**src/rtl/fusc_pkg.sv**
```systemverilog
`timescale 1ns / 1ps

package fusc_pkg;

  localparam logic [31:0] MaxImageSizeReset = 32'd262144;

  typedef enum logic [1:0] {
    OP_START  = 2'd0,
    OP_DATA   = 2'd1,
    OP_END    = 2'd2,
    OP_IGNORE = 2'd3
  } opcode_t;

  typedef enum logic [1:0] {
    KIND_START = 2'd0,
    KIND_DATA  = 2'd1,
    KIND_END   = 2'd2
  } kind_t;

  typedef enum logic [2:0] {
    ST_OK       = 3'd0,
    ST_LENGTH   = 3'd1,
    ST_FLASH    = 3'd2,
    ST_STATE    = 3'd3,
    ST_SEQUENCE = 3'd4,
    ST_SIZE     = 3'd5,
    ST_CRC      = 3'd6
  } status_t;

  typedef enum logic [1:0] {
    LED_KEEP     = 2'd0,
    LED_ERROR    = 2'd1,
    LED_SUCCESS  = 2'd2,
    LED_DOWNLOAD = 2'd3
  } led_t;

  typedef struct packed {
    opcode_t     opcode;
    logic        ack_wanted;
    logic        has_notifier;
    logic [31:0] image_size;
    logic [15:0] chunk_sequence;
    logic [15:0] chunk_length;
    logic [31:0] announced_crc;
    logic [31:0] image_crc;
    logic        erase_ok;
    logic        write_ok;
    logic        commit_ok;
  } cmd_t;

  typedef struct packed {
    kind_t       reply_kind;
    status_t     status;
    logic [15:0] reply_sequence;
    logic        send_ack;
    logic        notify;
    led_t        led_state;
    logic        do_erase;
    logic        do_write;
    logic        do_commit;
    logic        request_reset;
  } reply_t;

endpackage

```
**src/rtl/fusc_session.sv**
```systemverilog
`timescale 1ns / 1ps

module fusc_session (
  input  logic               clk,
  input  logic               rst,
  input  logic               go,
  input  fusc_pkg::cmd_t     cmd,
  input  logic [31:0]        max_image_size,
  output logic               has_result,
  output fusc_pkg::reply_t   result
);

  logic        session_open;
  logic        session_open_next;
  logic [15:0] next_sequence;
  logic [15:0] next_sequence_next;
  logic [31:0] target_size;
  logic [31:0] target_size_next;
  logic [31:0] bytes_received;
  logic [31:0] bytes_received_next;

  logic [32:0] byte_sum;
  logic [15:0] prev_sequence;
  logic        direct;
  fusc_pkg::status_t st;

  assign byte_sum      = {1'b0, bytes_received} + {17'b0, cmd.chunk_length};
  assign prev_sequence = next_sequence - 16'd1;

  always_comb begin
    session_open_next   = session_open;
    next_sequence_next  = next_sequence;
    target_size_next    = target_size;
    bytes_received_next = bytes_received;
    st                  = fusc_pkg::ST_OK;
    direct              = 1'b0;
    has_result          = 1'b1;
    result              = '0;
    result.reply_kind   = fusc_pkg::KIND_START;

    unique case (cmd.opcode)
      fusc_pkg::OP_START: begin
        result.reply_kind = fusc_pkg::KIND_START;
        result.reply_sequence = 16'd0;
        priority if (cmd.image_size == 32'd0 || cmd.image_size > max_image_size) begin
          session_open_next = 1'b0;
          st = fusc_pkg::ST_LENGTH;
        end else if (!cmd.erase_ok) begin
          session_open_next = 1'b0;
          st = fusc_pkg::ST_FLASH;
          result.do_erase = 1'b1;
        end else begin
          target_size_next    = cmd.image_size;
          bytes_received_next = 32'd0;
          next_sequence_next  = 16'd0;
          session_open_next   = 1'b1;
          result.do_erase     = 1'b1;
        end
      end
      fusc_pkg::OP_DATA: begin
        result.reply_kind = fusc_pkg::KIND_DATA;
        result.reply_sequence = cmd.chunk_sequence;
        priority if (!session_open) begin
          st = fusc_pkg::ST_STATE;
        end else if (cmd.ack_wanted && cmd.chunk_length == 16'd0) begin
          direct = 1'b1;
          st = fusc_pkg::ST_LENGTH;
        end else if (cmd.ack_wanted && next_sequence != 16'd0 &&
                     cmd.chunk_sequence == prev_sequence) begin
          // duplicate chunk: re-acknowledge, write nothing
          direct = 1'b1;
        end else if (cmd.ack_wanted && cmd.chunk_sequence != next_sequence) begin
          direct = 1'b1;
          st = fusc_pkg::ST_SEQUENCE;
        end else if (cmd.chunk_length == 16'd0 || byte_sum > {1'b0, target_size}) begin
          st = fusc_pkg::ST_LENGTH;
        end else if (!cmd.write_ok) begin
          st = fusc_pkg::ST_FLASH;
          result.do_write = 1'b1;
        end else begin
          bytes_received_next = byte_sum[31:0];
          result.do_write = 1'b1;
          if (cmd.ack_wanted) begin
            next_sequence_next = next_sequence + 16'd1;
          end
        end
      end
      fusc_pkg::OP_END: begin
        result.reply_kind = fusc_pkg::KIND_END;
        result.reply_sequence = next_sequence;
        priority if (!session_open) begin
          st = fusc_pkg::ST_STATE;
        end else if (bytes_received != target_size || cmd.image_size != target_size) begin
          st = fusc_pkg::ST_SIZE;
        end else if (cmd.announced_crc != cmd.image_crc) begin
          st = fusc_pkg::ST_CRC;
        end else if (!cmd.commit_ok) begin
          st = fusc_pkg::ST_FLASH;
          result.do_commit = 1'b1;
        end else begin
          session_open_next = 1'b0;
          result.do_commit = 1'b1;
          result.request_reset = 1'b1;
        end
      end
      default: begin
        has_result = 1'b0;
      end
    endcase

    result.status = st;
    if (direct) begin
      result.send_ack  = 1'b1;
      result.notify    = 1'b0;
      result.led_state = (st != fusc_pkg::ST_OK) ? fusc_pkg::LED_ERROR : fusc_pkg::LED_KEEP;
    end else begin
      result.send_ack = cmd.ack_wanted;
      result.notify   = cmd.has_notifier;
      priority if (st != fusc_pkg::ST_OK) begin
        result.led_state = fusc_pkg::LED_ERROR;
      end else if (result.reply_kind == fusc_pkg::KIND_END) begin
        result.led_state = fusc_pkg::LED_SUCCESS;
      end else begin
        result.led_state = fusc_pkg::LED_DOWNLOAD;
      end
    end
  end

  always_ff @(posedge clk) begin
    if (rst) begin
      session_open   <= 1'b0;
      next_sequence  <= 16'd0;
      target_size    <= 32'd0;
      bytes_received <= 32'd0;
    end else if (go) begin
      session_open   <= session_open_next;
      next_sequence  <= next_sequence_next;
      target_size    <= target_size_next;
      bytes_received <= bytes_received_next;
    end
  end

endmodule

```
**src/rtl/fusc_out_reg.sv**
```systemverilog
`timescale 1ns / 1ps

module fusc_out_reg (
  input  logic             clk,
  input  logic             rst,
  input  logic             load,
  input  fusc_pkg::reply_t result_in,
  input  logic             out_stall,
  output logic             free,
  output logic             out_valid,
  output fusc_pkg::reply_t result
);

  // free when empty or the held beat leaves this cycle
  assign free = !out_valid || !out_stall;

  always_ff @(posedge clk) begin
    if (rst) begin
      out_valid <= 1'b0;
    end else if (load) begin
      out_valid <= 1'b1;
    end else if (!out_stall) begin
      out_valid <= 1'b0;
    end
  end

  always_ff @(posedge clk) begin
    if (load) begin
      result <= result_in;
    end
  end

endmodule

```
**src/rtl/firmware_update_session_checker_top.sv**
```systemverilog
`timescale 1ns / 1ps
// firmware update session checker
// input channel: in_valid / in_stall with one command per beat (start, data chunk,
//   end; opcode 3 is dropped without a reply). flash outcomes and the image crc
//   travel with the command.
// output channel: out_valid / out_stall, one reply beat per start, data or end.
// config channel: cfg_valid / cfg_ready / cfg_data writes max_image_size; ready is
//   always high, write it only while no command is in flight.
// path: an accepted command waits in the input register, then its reply is loaded
//   into the reply register (one input register, one reply register).
// throughput: one command per cycle unless stalled; the session registers update in
//   the same cycle as the reply is registered, so back-to-back commands see fresh state.
// stall: when out_stall holds a reply, the input register waits and in_stall
//   rises for as long as it holds a command; dropped opcodes never wait.
// reset: synchronous; closes the session, clears the counters and sets
//   max_image_size to 262144 bytes.
module firmware_update_session_checker_top (
  input  logic        clk,
  input  logic        rst,
  input  logic        cfg_valid,
  output logic        cfg_ready,
  input  logic [31:0] cfg_data,
  input  logic        in_valid,
  output logic        in_stall,
  input  logic [1:0]  opcode,
  input  logic        ack_wanted,
  input  logic        has_notifier,
  input  logic [31:0] image_size,
  input  logic [15:0] chunk_sequence,
  input  logic [15:0] chunk_length,
  input  logic [31:0] announced_crc,
  input  logic [31:0] image_crc,
  input  logic        erase_ok,
  input  logic        write_ok,
  input  logic        commit_ok,
  output logic        out_valid,
  input  logic        out_stall,
  output logic [1:0]  reply_kind,
  output logic [2:0]  status,
  output logic [15:0] reply_sequence,
  output logic        send_ack,
  output logic        notify,
  output logic [1:0]  led_state,
  output logic        do_erase,
  output logic        do_write,
  output logic        do_commit,
  output logic        request_reset
);

  logic [31:0]      max_image_size;
  logic             cmd_valid;
  fusc_pkg::cmd_t   cmd;
  fusc_pkg::cmd_t   cmd_in;
  logic             has_result;
  fusc_pkg::reply_t result_next;
  fusc_pkg::reply_t result;
  logic             out_free;
  logic             cmd_go;
  logic             in_take;

  assign cfg_ready = 1'b1;

  always_ff @(posedge clk) begin
    if (rst) begin
      max_image_size <= fusc_pkg::MaxImageSizeReset;
    end else if (cfg_valid && cfg_ready) begin
      max_image_size <= cfg_data;
    end
  end

  always_comb begin
    cmd_in.opcode         = fusc_pkg::opcode_t'(opcode);
    cmd_in.ack_wanted     = ack_wanted;
    cmd_in.has_notifier   = has_notifier;
    cmd_in.image_size     = image_size;
    cmd_in.chunk_sequence = chunk_sequence;
    cmd_in.chunk_length   = chunk_length;
    cmd_in.announced_crc  = announced_crc;
    cmd_in.image_crc      = image_crc;
    cmd_in.erase_ok       = erase_ok;
    cmd_in.write_ok       = write_ok;
    cmd_in.commit_ok      = commit_ok;
  end

  // a held command moves on when its reply has room, or when it makes none
  assign cmd_go   = cmd_valid && (out_free || !has_result);
  assign in_stall = cmd_valid && !cmd_go;
  assign in_take  = in_valid && !in_stall;

  always_ff @(posedge clk) begin
    if (rst) begin
      cmd_valid <= 1'b0;
    end else if (in_take) begin
      cmd_valid <= 1'b1;
    end else if (cmd_go) begin
      cmd_valid <= 1'b0;
    end
  end

  always_ff @(posedge clk) begin
    if (in_take) begin
      cmd <= cmd_in;
    end
  end

  fusc_session u_session (
    .clk            (clk),
    .rst            (rst),
    .go             (cmd_go),
    .cmd            (cmd),
    .max_image_size (max_image_size),
    .has_result     (has_result),
    .result         (result_next)
  );

  fusc_out_reg u_out_reg (
    .clk       (clk),
    .rst       (rst),
    .load      (cmd_go && has_result),
    .result_in (result_next),
    .out_stall (out_stall),
    .free      (out_free),
    .out_valid (out_valid),
    .result    (result)
  );

  assign reply_kind     = result.reply_kind;
  assign status         = result.status;
  assign reply_sequence = result.reply_sequence;
  assign send_ack       = result.send_ack;
  assign notify         = result.notify;
  assign led_state      = result.led_state;
  assign do_erase       = result.do_erase;
  assign do_write       = result.do_write;
  assign do_commit      = result.do_commit;
  assign request_reset  = result.request_reset;

  a_reset_only_on_good_end : assert property (@(posedge clk) disable iff (rst)
    (out_valid && request_reset) |->
      (status == fusc_pkg::ST_OK && reply_kind == fusc_pkg::KIND_END && do_commit))
    else $error("restart requested without a committed end");

  a_write_only_on_data : assert property (@(posedge clk) disable iff (rst)
    (out_valid && do_write) |-> (reply_kind == fusc_pkg::KIND_DATA && !do_erase && !do_commit))
    else $error("flash write flagged outside a data reply");

  a_keep_led_is_duplicate : assert property (@(posedge clk) disable iff (rst)
    (out_valid && led_state == fusc_pkg::LED_KEEP) |->
      (send_ack && !notify && status == fusc_pkg::ST_OK && !do_write))
    else $error("unchanged led on a reply that is not a duplicate ack");

  a_held_command_waits : assert property (@(posedge clk) disable iff (rst)
    (cmd_valid && !cmd_go) |=> (cmd_valid && $stable(cmd)))
    else $error("held command lost while waiting for the reply register");

endmodule

```
**config.mk**
```make
export PLATFORM = sky130hd
export DESIGN_NAME = firmware_update_session_checker_top
export DESIGN_NICKNAME = d
export VERILOG_FILES = /design/src/rtl/fusc_pkg.sv /design/src/rtl/fusc_session.sv /design/src/rtl/fusc_out_reg.sv /design/src/rtl/firmware_update_session_checker_top.sv
export SDC_FILE = /design/constraint.sdc
export NUM_CORES = 1
export LEC_CHECK = 0
export BUFFER_PORTS_ARGS = -buffer_cell sky130_fd_sc_hd__buf_2
export CAP_MARGIN = 30
export CORE_ASPECT_RATIO = 1.4
export CORE_MARGIN = 5
export CORE_UTILIZATION = 40
export DETAILED_ROUTE_END_ITERATION = 16
export PLACE_DENSITY = 0.67
export SLEW_MARGIN = 10
export SYNTH_ARGS = -nofsm -noshare
export SYNTH_HDL_FRONTEND = slang
export SYNTH_HIERARCHICAL = 1
export SYNTH_SLANG_ARGS = --single-unit
```
**constraint.sdc**
```tcl
create_clock -name clk -period 7.8 [get_ports clk]
set_clock_uncertainty 0.05 [all_clocks]
set_input_delay 1.56 -clock clk [delete_from_list [all_inputs] [get_ports clk]]
set_output_delay 1.56 -clock clk [all_outputs]
set_load 0.02 [all_outputs]
```
==> flow_metrics.py, run 1 <==
metrics = {
    "sta": {
        "hold_viol_final": 0,
        "setup_viol": 0,
        "rsz0062_at_grt": "no",
        "worst_hold_slack_ns": 0.440,
        "setup_tns_ns": 0,
        "fin_crit_sh_pct": 75.3,
        "worst_pin_slew_ns": 0.967,
        "fmax_mhz": 170,
        "maxSlewHeadroom_pct": 35.5,
        "min_period_ns": 5.87,
        "slew_violations": 0,
        "finalWorstSetupSlack_ns": 1.93,
    },
    "setup_path": {
        "endpoint_kind": "flop",
        "cp-start-kind": "flop",
        "cp_cell_sequence": "ha_1 -> fa_1 -> a21oi_1 -> nor2_1 -> nor3_1 -> nor3_1 -> or2_2 -> and4_1 -> xnor2_1 -> ha_1 -> and4_1 -> nand2b_1 -> nor3_1 -> nand3_1 -> a21o_1 -> nor3_1 -> o31ai_1 -> or4_1",
        "crit_path_max_fanout": 7,
        "crit_required_ns": 8.05,
        "timing.setup.critical_path_class": "reg -> reg",
        "crit_slowest_cell": "nor3_1",
        "worstPathArrival_ns": 6.13,
        "crit_path_max_incr_delay_ns": 0.77,
        "cpMostUsedCell": "nor3_1",
    },
    "global_route": {
        "grt_pass1_vias": 11681,
        "grt_pass1_wl_mm": 62.4,
        "track_usage_pct": 18.6,
        "antenna_found_initial": 2,
        "grt_max_degree": 83,
        "overflow": 0,
    },
    "yosys": {
        "ys_types": 79,
        "synth.cell_area_um2": 14900,
        "synthArstFlopShare_pct": 0,
        "yosys.area.top_type_share_pct": 33.0,
        "synth.net_count": 1696,
        "synth_flop_cell": "edfxtp_1",
        "yosys_warnings": 6,
        "synth.area.top_cells": "edfxtp_1 (33%), dfxtp_1 (15%), ha_1 (7.3%), xnor2_1 (5.6%), mux2i_1 (4.9%)",
        "synthMostInstantiatedCell": "edfxtp_1",
        "ys_seq_area_share_pct": 48.4,
        "synth_commonest_cells": "edfxtp_1 (164), nor2_1 (124), dfxtp_1 (115)",
        "postSynthCellCount": 1436,
        "synth_edf_count": 164,
        "syn_avg_cell_area_um2": 10.4,
        "synth.largest_area_cell": "edfxtp_1",
        "ys_seq_elements": 279,
    },
    "drt": {
        "routed_wl_mm": 39.8,
        "wl_per_cell_um": 18.9,
        "postRouteAntennaNets": 0,
        "vias": 11699,
        "drt_iter0_markers": 999,
        "firstDrtPassIters": 6,
        "viasPerCell": 5.57,
        "drc_errors": 0,
    },
    "pwr": {
        "intPower_w": 0.00252,
        "p_seq_share_pct": 50.5,
        "p_total_w": 0.00332,
        "p_clk_share_pct": 40.1,
        "p_per_area_nw_per_um2": 192,
        "p_switching_w": 0.000799,
        "sw_frac_of_total_pct": 24.1,
        "ir_drop_mv": 0.159,
        "p_leak_nw": 6.51,
        "combPwrFrac_pct": 9.4,
    },
    "clocking": {
        "cts_tree": "done",
        "ctsResizeCount": 0,
        "cts_buffers": 29,
        "path_clk_slew_ns": 0.06,
        "cts_hold_buffers": 0,
        "insertion_delay_ns": 0.57,
        "clkSinkCount": 279,
        "postCtsSetupRepairBufs": 0,
        "htree_levels": 1,
        "clk_path_buf_depth": 3,
        "root_buffer": "clkbuf_16",
    },
    "die": {
        "die_height_um": 239,
        "row_count": 83,
        "core_um2": 36800,
        "start_util_pct": 40.6,
        "fp.dieW_um": 173,
        "ios": 204,
        "dieArea_um2": 41400,
    },
    "layout": {
        "drive_gt1_share_pct": 17.2,
        "multi_input_area_um2": 7030,
        "syn2layout_area_growth_pct": 15.5,
        "seqCellArea_um2": 7230,
        "final_cell_area_um2": 17300,
        "fillers": 3433,
        "layout.nets": 1870,
    },
    "run_status": {
        "status": "finished, final reports clean",
    },
    "run": {
        "maxCapViolCount": 0,
    },
    "place": {
        "globalplace.congestion": 0.900,
        "placed_area_um2": 16300,
        "place_ws_ns": 2.05,
        "place_hpwl_mm": 29.3,
        "portBuffers": 202,
    },
    "min_path": {
        "hold_path_class": "reg -> reg",
    },
}
sequential cells by signal (all words and copies together) (netlist names):
| register | count |
|---|---|
| cmd | 135 |
| u_session/next_sequence | 16 |
| u_session/target_size | 32 |
| u_out_reg/out_valid | 1 |
| cmd_valid | 1 |
| u_session/session_open | 1 |
| u_session/bytes_received | 32 |
| max_image_size | 32 |
| u_out_reg/result | 29 |
through the flow:
stage,cells,utilization (%)
after global placement,2041,44.2
after global routing,2101,47.0
after floorplan,1436,-
after detailed placement,2043,44.3
after CTS,2097,46.8
final,2101,47.0
final timing paths:
check / start / depth (start not counted) / slack, ns / endpoint
hold reg to reg: max_image_size[3] / 2 / 0.44 / max_image_size[3]
setup reg to reg: cmd[67] / 18 / 1.93 / u_out_reg/result[4]
setup / recovery: cmd[67] / 18 / 1.93 / u_out_reg/result[4]
hold / removal: max_image_size[3] / 2 / 0.44 / max_image_size[3]
logic make-up after synthesis:
kind of cell | Yosys count | share of synthesized area (%)
and+or+nand+nor | 489 | 17.2
DFF | 279 | 48.4
other | 1 | 0.0251
adders and majority gates | 88 | 7.42
muxes | 74 | 4.97
buffers and inverters | 166 | 4.77
xor gates and xnor gates | 120 | 7.16
AOI/OAI and AO/OA | 219 | 10.1
worst max-delay path, delay by kind of cell (launching register included):
kind / cells / cell delay, ns
xor+xnor: 1 / 0.13
simple gates: 11 / 3.41
fa+ha+maj: 3 / 0.96
flops: 1 / 0.39
compound gates: 3 / 0.69
layout make-up:
| class | count | area share [%] |
|---|---|---|
| antenna | 1 | 0.0145 |
| clock buffer | 36 | 4.41 |
| clock inverter | 18 | 0.826 |
| inverter | 95 | 2.07 |
| multi-input combinational | 991 | 40.7 |
| sequential | 279 | 41.9 |
| tap | 467 | 3.38 |
| timing repair buffer | 214 | 6.72 |
per-layer routing:
metal / part of all wire, % / global-route usage [%] / vias up
li1: - / - / 5609
met1: 39 / 22.5 / 5571
met2: 51 / 33.6 / 438
met3: 6.4 / 2.56 / 81
met4: 3.7 / 7.04 / 0
met5: 0 / 0 / -
placed cells by master, fill, tap and decap left out, drive strengths merged, types with 15 or more instances in the layout:
cell type | Yosys | layout
nor4 | 25 | 25
xor2 | 24 | 24
buf | 19 | 214
mux2i | 73 | 73
clkbuf | 52 | 36
o21ai | 35 | 35
and3 | 27 | 27
edfxtp | 164 | 164
inv | 94 | 95
ha | 87 | 87
nor3 | 56 | 56
nand2b | 25 | 25
a22oi | 17 | 17
nor2b | 28 | 28
clkinv | 1 | 15
dfxtp | 115 | 115
nand2 | 63 | 63
xnor2 | 96 | 96
a21oi | 53 | 53
nand3 | 43 | 43
nand4 | 53 | 53
nor2 | 124 | 124
power groups by stage:
stage          combinational (W)  sequential [W]  clock [W]
6_report                0.000311         0.00167    0.00133
2_1_floorplan           0.000196         0.00170          0
5_1_grt                 0.000346         0.00168    0.00143
3_5_place_dp            0.000308         0.00171          0
3_3_place_gp            0.000298         0.00170          0
4_1_cts                 0.000310         0.00168    0.00137
Power figures use the tool's default switching activity.
==> run 2, diff against run 1 <==
--- a/config.mk
+++ b/config.mk
@@ -5,6 +5,7 @@
 export SDC_FILE = /design/constraint.sdc
 export NUM_CORES = 1
 export LEC_CHECK = 0
+export ABC_AREA = 1
 export BUFFER_PORTS_ARGS = -buffer_cell sky130_fd_sc_hd__buf_2
 export CAP_MARGIN = 30
 export CORE_ASPECT_RATIO = 1.4
==> constraint.sdc (replaced) <==
create_clock -name clk -period 6.1 [get_ports clk]
set_clock_uncertainty 0.05 [all_clocks]
set_input_delay 1.22 -clock clk [delete_from_list [all_inputs] [get_ports clk]]
set_output_delay 1.22 -clock clk [all_outputs]
set_load 0.02 [all_outputs]
==> flow_metrics.py, run 2 <==
metrics = {
    "drt": {
        "firstDrtPassIters": 5,
        "postRouteAntennaNets": 0,
        "met1_length_mm": 16.7,
        "top_layer": "met4",
        "wl_per_cell_um": 17.1,
        "viasPerCell": 5.14,
        "wl_met3_mm": 2.61,
        "drt_iter0_markers": 714,
        "routed_wl_mm": 41.7,
        "drc_errors": 0,
        "vias": 12509,
        "wl_met2_mm": 20.7,
    },
    "layout": {
        "drive_gt1_share_pct": 15.7,
        "layout.nets": 2195,
        "final_cell_area_um2": 17500,
        "layout_common_cells": "nand2_1 (327), nor2_1 (233), buf_2 (202)",
        "diodes": 0,
        "regMostFlops": "cmd",
        "largest_reg_flops": 135,
        "final_common_cell": "nand2_1",
        "syn2layout_area_growth_pct": 15.7,
    },
    "yosys": {
        "syn_avg_cell_area_um2": 8.63,
        "synth.net_count": 2012,
        "yosys.area.top_type_share_pct": 32.6,
        "synth.cell_area_um2": 15100,
        "ys_seq_elements": 279,
        "synthArstFlopShare_pct": 0,
        "ys_types": 52,
        "ys_seq_area_share_pct": 47.8,
        "synth_commonest_cells": "nand2_1 (327), nor2_1 (233), inv_1 (193)",
        "synthMostInstantiatedCell": "nand2_1",
        "postSynthCellCount": 1752,
        "synth_edf_count": 164,
        "synth_flop_cell": "edfxtp_1",
        "synth.largest_area_cell": "edfxtp_1",
        "synth.area.top_cells": "edfxtp_1 (33%), dfxtp_1 (15%), nand2_1 (8.1%), ha_1 (7.2%), nor2_1 (5.8%)",
        "yosys_warnings": 6,
    },
    "place": {
        "globalplace.congestion": 1.01,
        "portBuffers": 202,
        "placed_area_um2": 16500,
        "place_ws_ns": 1.25,
        "place_hpwl_mm": 31.4,
    },
    "die": {
        "core_um2": 37500,
        "start_util_pct": 40.3,
        "fp.dieW_um": 174,
        "die_height_um": 240,
        "ios": 204,
        "dieArea_um2": 41800,
        "row_count": 84,
    },
    "setup_path": {
        "reg2reg_from": "cmd[67]",
        "critPathTopFamily": "simple AND/OR/NAND/NOR gates",
        "timing.setup.critical_path_class": "reg -> reg",
        "endpoint_kind": "flop",
        "cpMostUsedCell": "nand2_1",
        "crit_path_max_fanout": 46,
        "critPathCapture": "u_session/next_sequence[1]",
        "worstPathArrival_ns": 5.33,
        "r2r-end": "u_session/next_sequence[1]",
        "r2r_setup_slack_ns": 1.17,
        "cp-startpoint": "cmd[67]",
        "crit_path_max_incr_delay_ns": 0.52,
        "crit_slowest_cell": "buf_4",
        "cp.depth": 29,
        "cp-start-kind": "flop",
        "reg2reg_depth": 29,
        "critPathBufInv": 2,
        "crit_required_ns": 6.50,
    },
    "pwr": {
        "ir_drop_mv": 0.228,
        "p_leak_nw": 7.40,
        "p_per_area_nw_per_um2": 253,
    },
    "global_route": {
        "overflow": 0,
        "antenna_found_initial": 1,
        "track_usage_pct": 19.1,
        "grt_pass1_wl_mm": 64.8,
        "grt_max_degree": 102,
        "grt_pass1_vias": 12324,
    },
    "sta": {
        "slew_violations": 0,
        "maxSlewHeadroom_pct": 36.1,
        "fin_crit_sh_pct": 80.8,
        "setup_viol": 0,
        "worst_hold_slack_ns": 0.421,
        "rsz0062_at_grt": "no",
        "worst_pin_slew_ns": 0.958,
        "hold_viol_final": 0,
        "setup_tns_ns": 0,
        "finalWorstSetupSlack_ns": 1.17,
        "min_period_ns": 4.93,
        "fmax_mhz": 203,
    },
    "clocking": {
        "postCtsSetupRepairBufs": 0,
        "cts_tree": "done",
        "clkSinkCount": 279,
        "htree_levels": 1,
        "path_clk_slew_ns": 0.06,
        "clk_path_buf_depth": 3,
        "cts_hold_buffers": 0,
        "root_buffer": "clkbuf_16",
        "ctsResizeCount": 0,
        "cts_buffers": 30,
        "insertion_delay_ns": 0.57,
    },
    "min_path": {
        "hold_start": "max_image_size[18]",
        "hold_path_class": "reg -> reg",
    },
    "run": {
        "maxCapViolCount": 0,
    },
    "run_status": {
        "status": "finished, final reports clean",
    },
}
-- run 2: cell types whose count changed in the layout (fill, tap and decap cells not counted), moves of 28 or more --
cell,delta
o21ai_0,+58
a21oi_1,+52
nand2_1,+264
nand3_1,+31
xnor2_1,-43
inv_1,+98
nor2_1,+111
nor2b_1,-28
mux2i_1,-73
xor2_1,+46
nor3_1,-37
-- run 2: per-layer routing --
layer | GRT usage (%) | up-vias
li1 | - | 6199
met1 | 22.5 | 5776
met2 | 34.8 | 437
met3 | 2.83 | 97
met4 | 7.66 | 0
met5 | 0 | -
-- run 2: how the worst min path moves through the flow --
stage	to	cells past startpoint
2_1_floorplan	max_image_size[18]	2
3_3_place_gp	max_image_size[18]	2
3_5_place_dp	max_image_size[18]	2
4_1_cts	max_image_size[18]	2
5_1_grt	u_out_reg/out_valid	2
6_report	max_image_size[18]	2
-- run 2: cell type report --
| type | instances | area (um2) |
|---|---|---|
| multi-input combinational | 1214 | 6830 |
| sequential | 279 | 7230 |
| tap | 473 | 592 |
| fill | 3613 | 20000 |
| clock buffer | 37 | 828 |
| timing repair buffer | 211 | 1140 |
| inverter | 199 | 752 |
| clock inverter | 19 | 128 |
-- run 2: tightest hold or removal path, stage by stage (launching register included) --
cell and delay (ns):
dfxtp_1 0.33, nand2_1 0.06, nand3_1 0.05
-- run 2: kinds of logic (layout without fill, tap and decap cells) --
kind of cell / count (synthesis) / after routing / synth area share [%]
flip-flops: 279 / 279 / 47.8
XOR/XNOR: 122 / 122 / 7.07
AO/OA/AOI/OAI: 253 / 253 / 9.13
other: 1 / 1 / 0.0248
buffers and inverters: 259 / 466 / 7.09
AND/OR/NAND/NOR: 750 / 750 / 21.6
adder cells (fa/ha/maj): 88 / 88 / 7.33
-- run 2: power by group --
part	leakage (nW)	total, W	switching (W)	internal [W]
Clock	0.463	0.00175	0.000750	0.00100
Combinational	4.39	0.000530	0.000330	0.000200
Sequential	2.55	0.00215	0.0000633	0.00209
Total	7.40	0.00443	0.00114	0.00329
-- run 2: through the flow --
| step | utilization (%) | std cells | total power (W) |
|---|---|---|---|
| floorplan | - | 1752 | 0.00254 |
| global placement | 43.9 | 2373 | 0.00270 |
| detailed placement | 44.1 | 2376 | 0.00272 |
| CTS | 46.6 | 2432 | 0.00448 |
| global route | 46.6 | 2432 | 0.00462 |
| finish | 46.6 | 2432 | 0.00443 |
==> run 3, diff against run 2 <==
==> constraint.sdc (replaced) <==
create_clock -name clk -period 4.8 [get_ports clk]
set_clock_uncertainty 0.05 [all_clocks]
set_input_delay 0.96 -clock clk [delete_from_list [all_inputs] [get_ports clk]]
set_output_delay 0.96 -clock clk [all_outputs]
set_load 0.02 [all_outputs]
==> flow_metrics.py, run 3 (synthesized netlist as in run 2, its figures left out) <==
metrics = {
    "global_route": {
        "antenna_found_initial": 0,
        "grt_pass1_wl_mm": 66.5,
        "overflow": 0,
        "grt_max_degree": 87,
        "track_usage_pct": 19.7,
        "grt_pass1_vias": 12702,
    },
    "layout": {
        "syn2layout_area_growth_pct": 16.1,
        "stdcell_count": 2437,
        "diodes": 0,
        "regMostFlops": "cmd",
        "multi_input_area_um2": 6840,
        "seqCellArea_um2": 7230,
        "layout.nets": 2200,
        "final_cell_area_um2": 17600,
        "drive_gt1_share_pct": 15.9,
        "layout_common_cells": "nand2_1 (327), nor2_1 (233), buf_2 (202)",
        "largest_reg_flops": 135,
        "final_common_cell": "nand2_1",
        "fillers": 3612,
    },
    "sta": {
        "fmax_mhz": 220,
        "setup_tns_ns": 0,
        "slew_violations": 0,
        "maxSlewHeadroom_pct": 40.5,
        "worst_pin_slew_ns": 0.892,
        "setup_viol": 0,
        "hold_viol_final": 0,
        "min_period_ns": 4.54,
        "finalWorstSetupSlack_ns": 0.261,
        "fin_crit_sh_pct": 94.6,
    },
    "clocking": {
        "clk_path_buf_depth": 3,
        "cts_buffers": 30,
        "postCtsSetupRepairBufs": 0,
        "root_buffer": "clkbuf_16",
        "cts_hold_buffers": 0,
        "clkSinkCount": 279,
        "insertion_delay_ns": 0.57,
        "htree_levels": 1,
        "cts_tree": "done",
        "path_clk_slew_ns": 0.06,
    },
    "place": {
        "globalplace.congestion": 0.981,
        "placed_area_um2": 16600,
        "place_ws_ns": 0.190,
        "place_hpwl_mm": 32.6,
        "portBuffers": 202,
        "dp.cells": 2381,
    },
    "setup_path": {
        "crit_slowest_cell": "ha_1",
        "timing.setup.critical_path_class": "reg -> reg",
        "cpMostUsedCell": "nand2_1",
        "endpoint_kind": "flop",
        "worstPathArrival_ns": 4.95,
        "crit_path_max_fanout": 20,
        "cp-start-kind": "flop",
        "crit_required_ns": 5.21,
        "crit_path_max_incr_delay_ns": 0.41,
    },
    "drt": {
        "vias": 12584,
        "viasPerCell": 5.16,
        "wl_per_cell_um": 17.7,
        "routed_wl_mm": 43.1,
        "drc_errors": 0,
        "drt_iter0_markers": 821,
        "firstDrtPassIters": 6,
        "postRouteAntennaNets": 0,
    },
    "die": {
        "die_height_um": 240,
        "start_util_pct": 40.3,
        "dieArea_um2": 41800,
        "fp.dieW_um": 174,
        "core_um2": 37500,
        "row_count": 84,
        "ios": 204,
    },
    "run": {
        "maxCapViolCount": 0,
    },
    "run_status": {
        "status": "finished, final reports clean",
    },
    "min_path": {
        "hold_path_class": "reg -> reg",
    },
    "pwr": {
        "p_total_w": 0.00574,
        "p_per_area_nw_per_um2": 327,
        "p_leak_nw": 7.45,
        "ir_drop_mv": 0.320,
    },
}
## run 3: layout make-up
cell class	instances	share of cell area [%]
clock buffer	39	4.76
clock inverter	17	0.841
inverter	199	4.28
multi-input combinational	1214	38.9
sequential	279	41.1
tap	473	3.37
timing repair buffer	216	6.68
## run 3: repair_timing
action                                  in CTS  in global routing
endpoints found under the setup margin       0                 47
endpoints found under the hold margin        0                  0
resized for setup                            0                  5
## run 3: layer usage
layer  track usage (%)  vias to the layer above  wire length, um
li1                  -                     6206                -
met1              23.1                     5834            17200
met2              35.4                      443            21200
met3              2.88                      101             2530
met4              9.10                        0             2140
met5                 0                        -                0
## run 3: final timing paths
path,cells after the start,from,end,slack [ns]
setup reg to reg,30,cmd[72],u_session/next_sequence[1],0.26
setup / recovery,30,cmd[72],u_session/next_sequence[1],0.26
hold reg to reg,2,max_image_size[18],max_image_size[18],0.43
hold / removal,2,max_image_size[18],max_image_size[18],0.43
## run 3: worst max-delay path, delay by kind of cell, from the launching register on
family                     cells  cell delay, ns
DFF                            1            0.39
adders and majority gates      2            0.68
AOI/OAI and AO/OA              6            1.07
buffers and inverters          3            0.37
and+or+nand+nor               19            1.84
## run 3: report_power, final
| part | switching, W | internal [W] | leakage, nW |
|---|---|---|---|
| clock | 0.000979 | 0.00133 | 0.471 |
| combinational | 0.000429 | 0.000260 | 4.42 |
| sequential | 0.0000816 | 0.00265 | 2.55 |
## run 3: per-stage QoR
step,hold WS [ns],util [%]
after floorplan,0.379,-
after global placement,0.400,44.0
after detailed placement,0.411,44.2
after CTS,0.426,46.8
after global routing,0.453,46.8
final,0.435,46.8
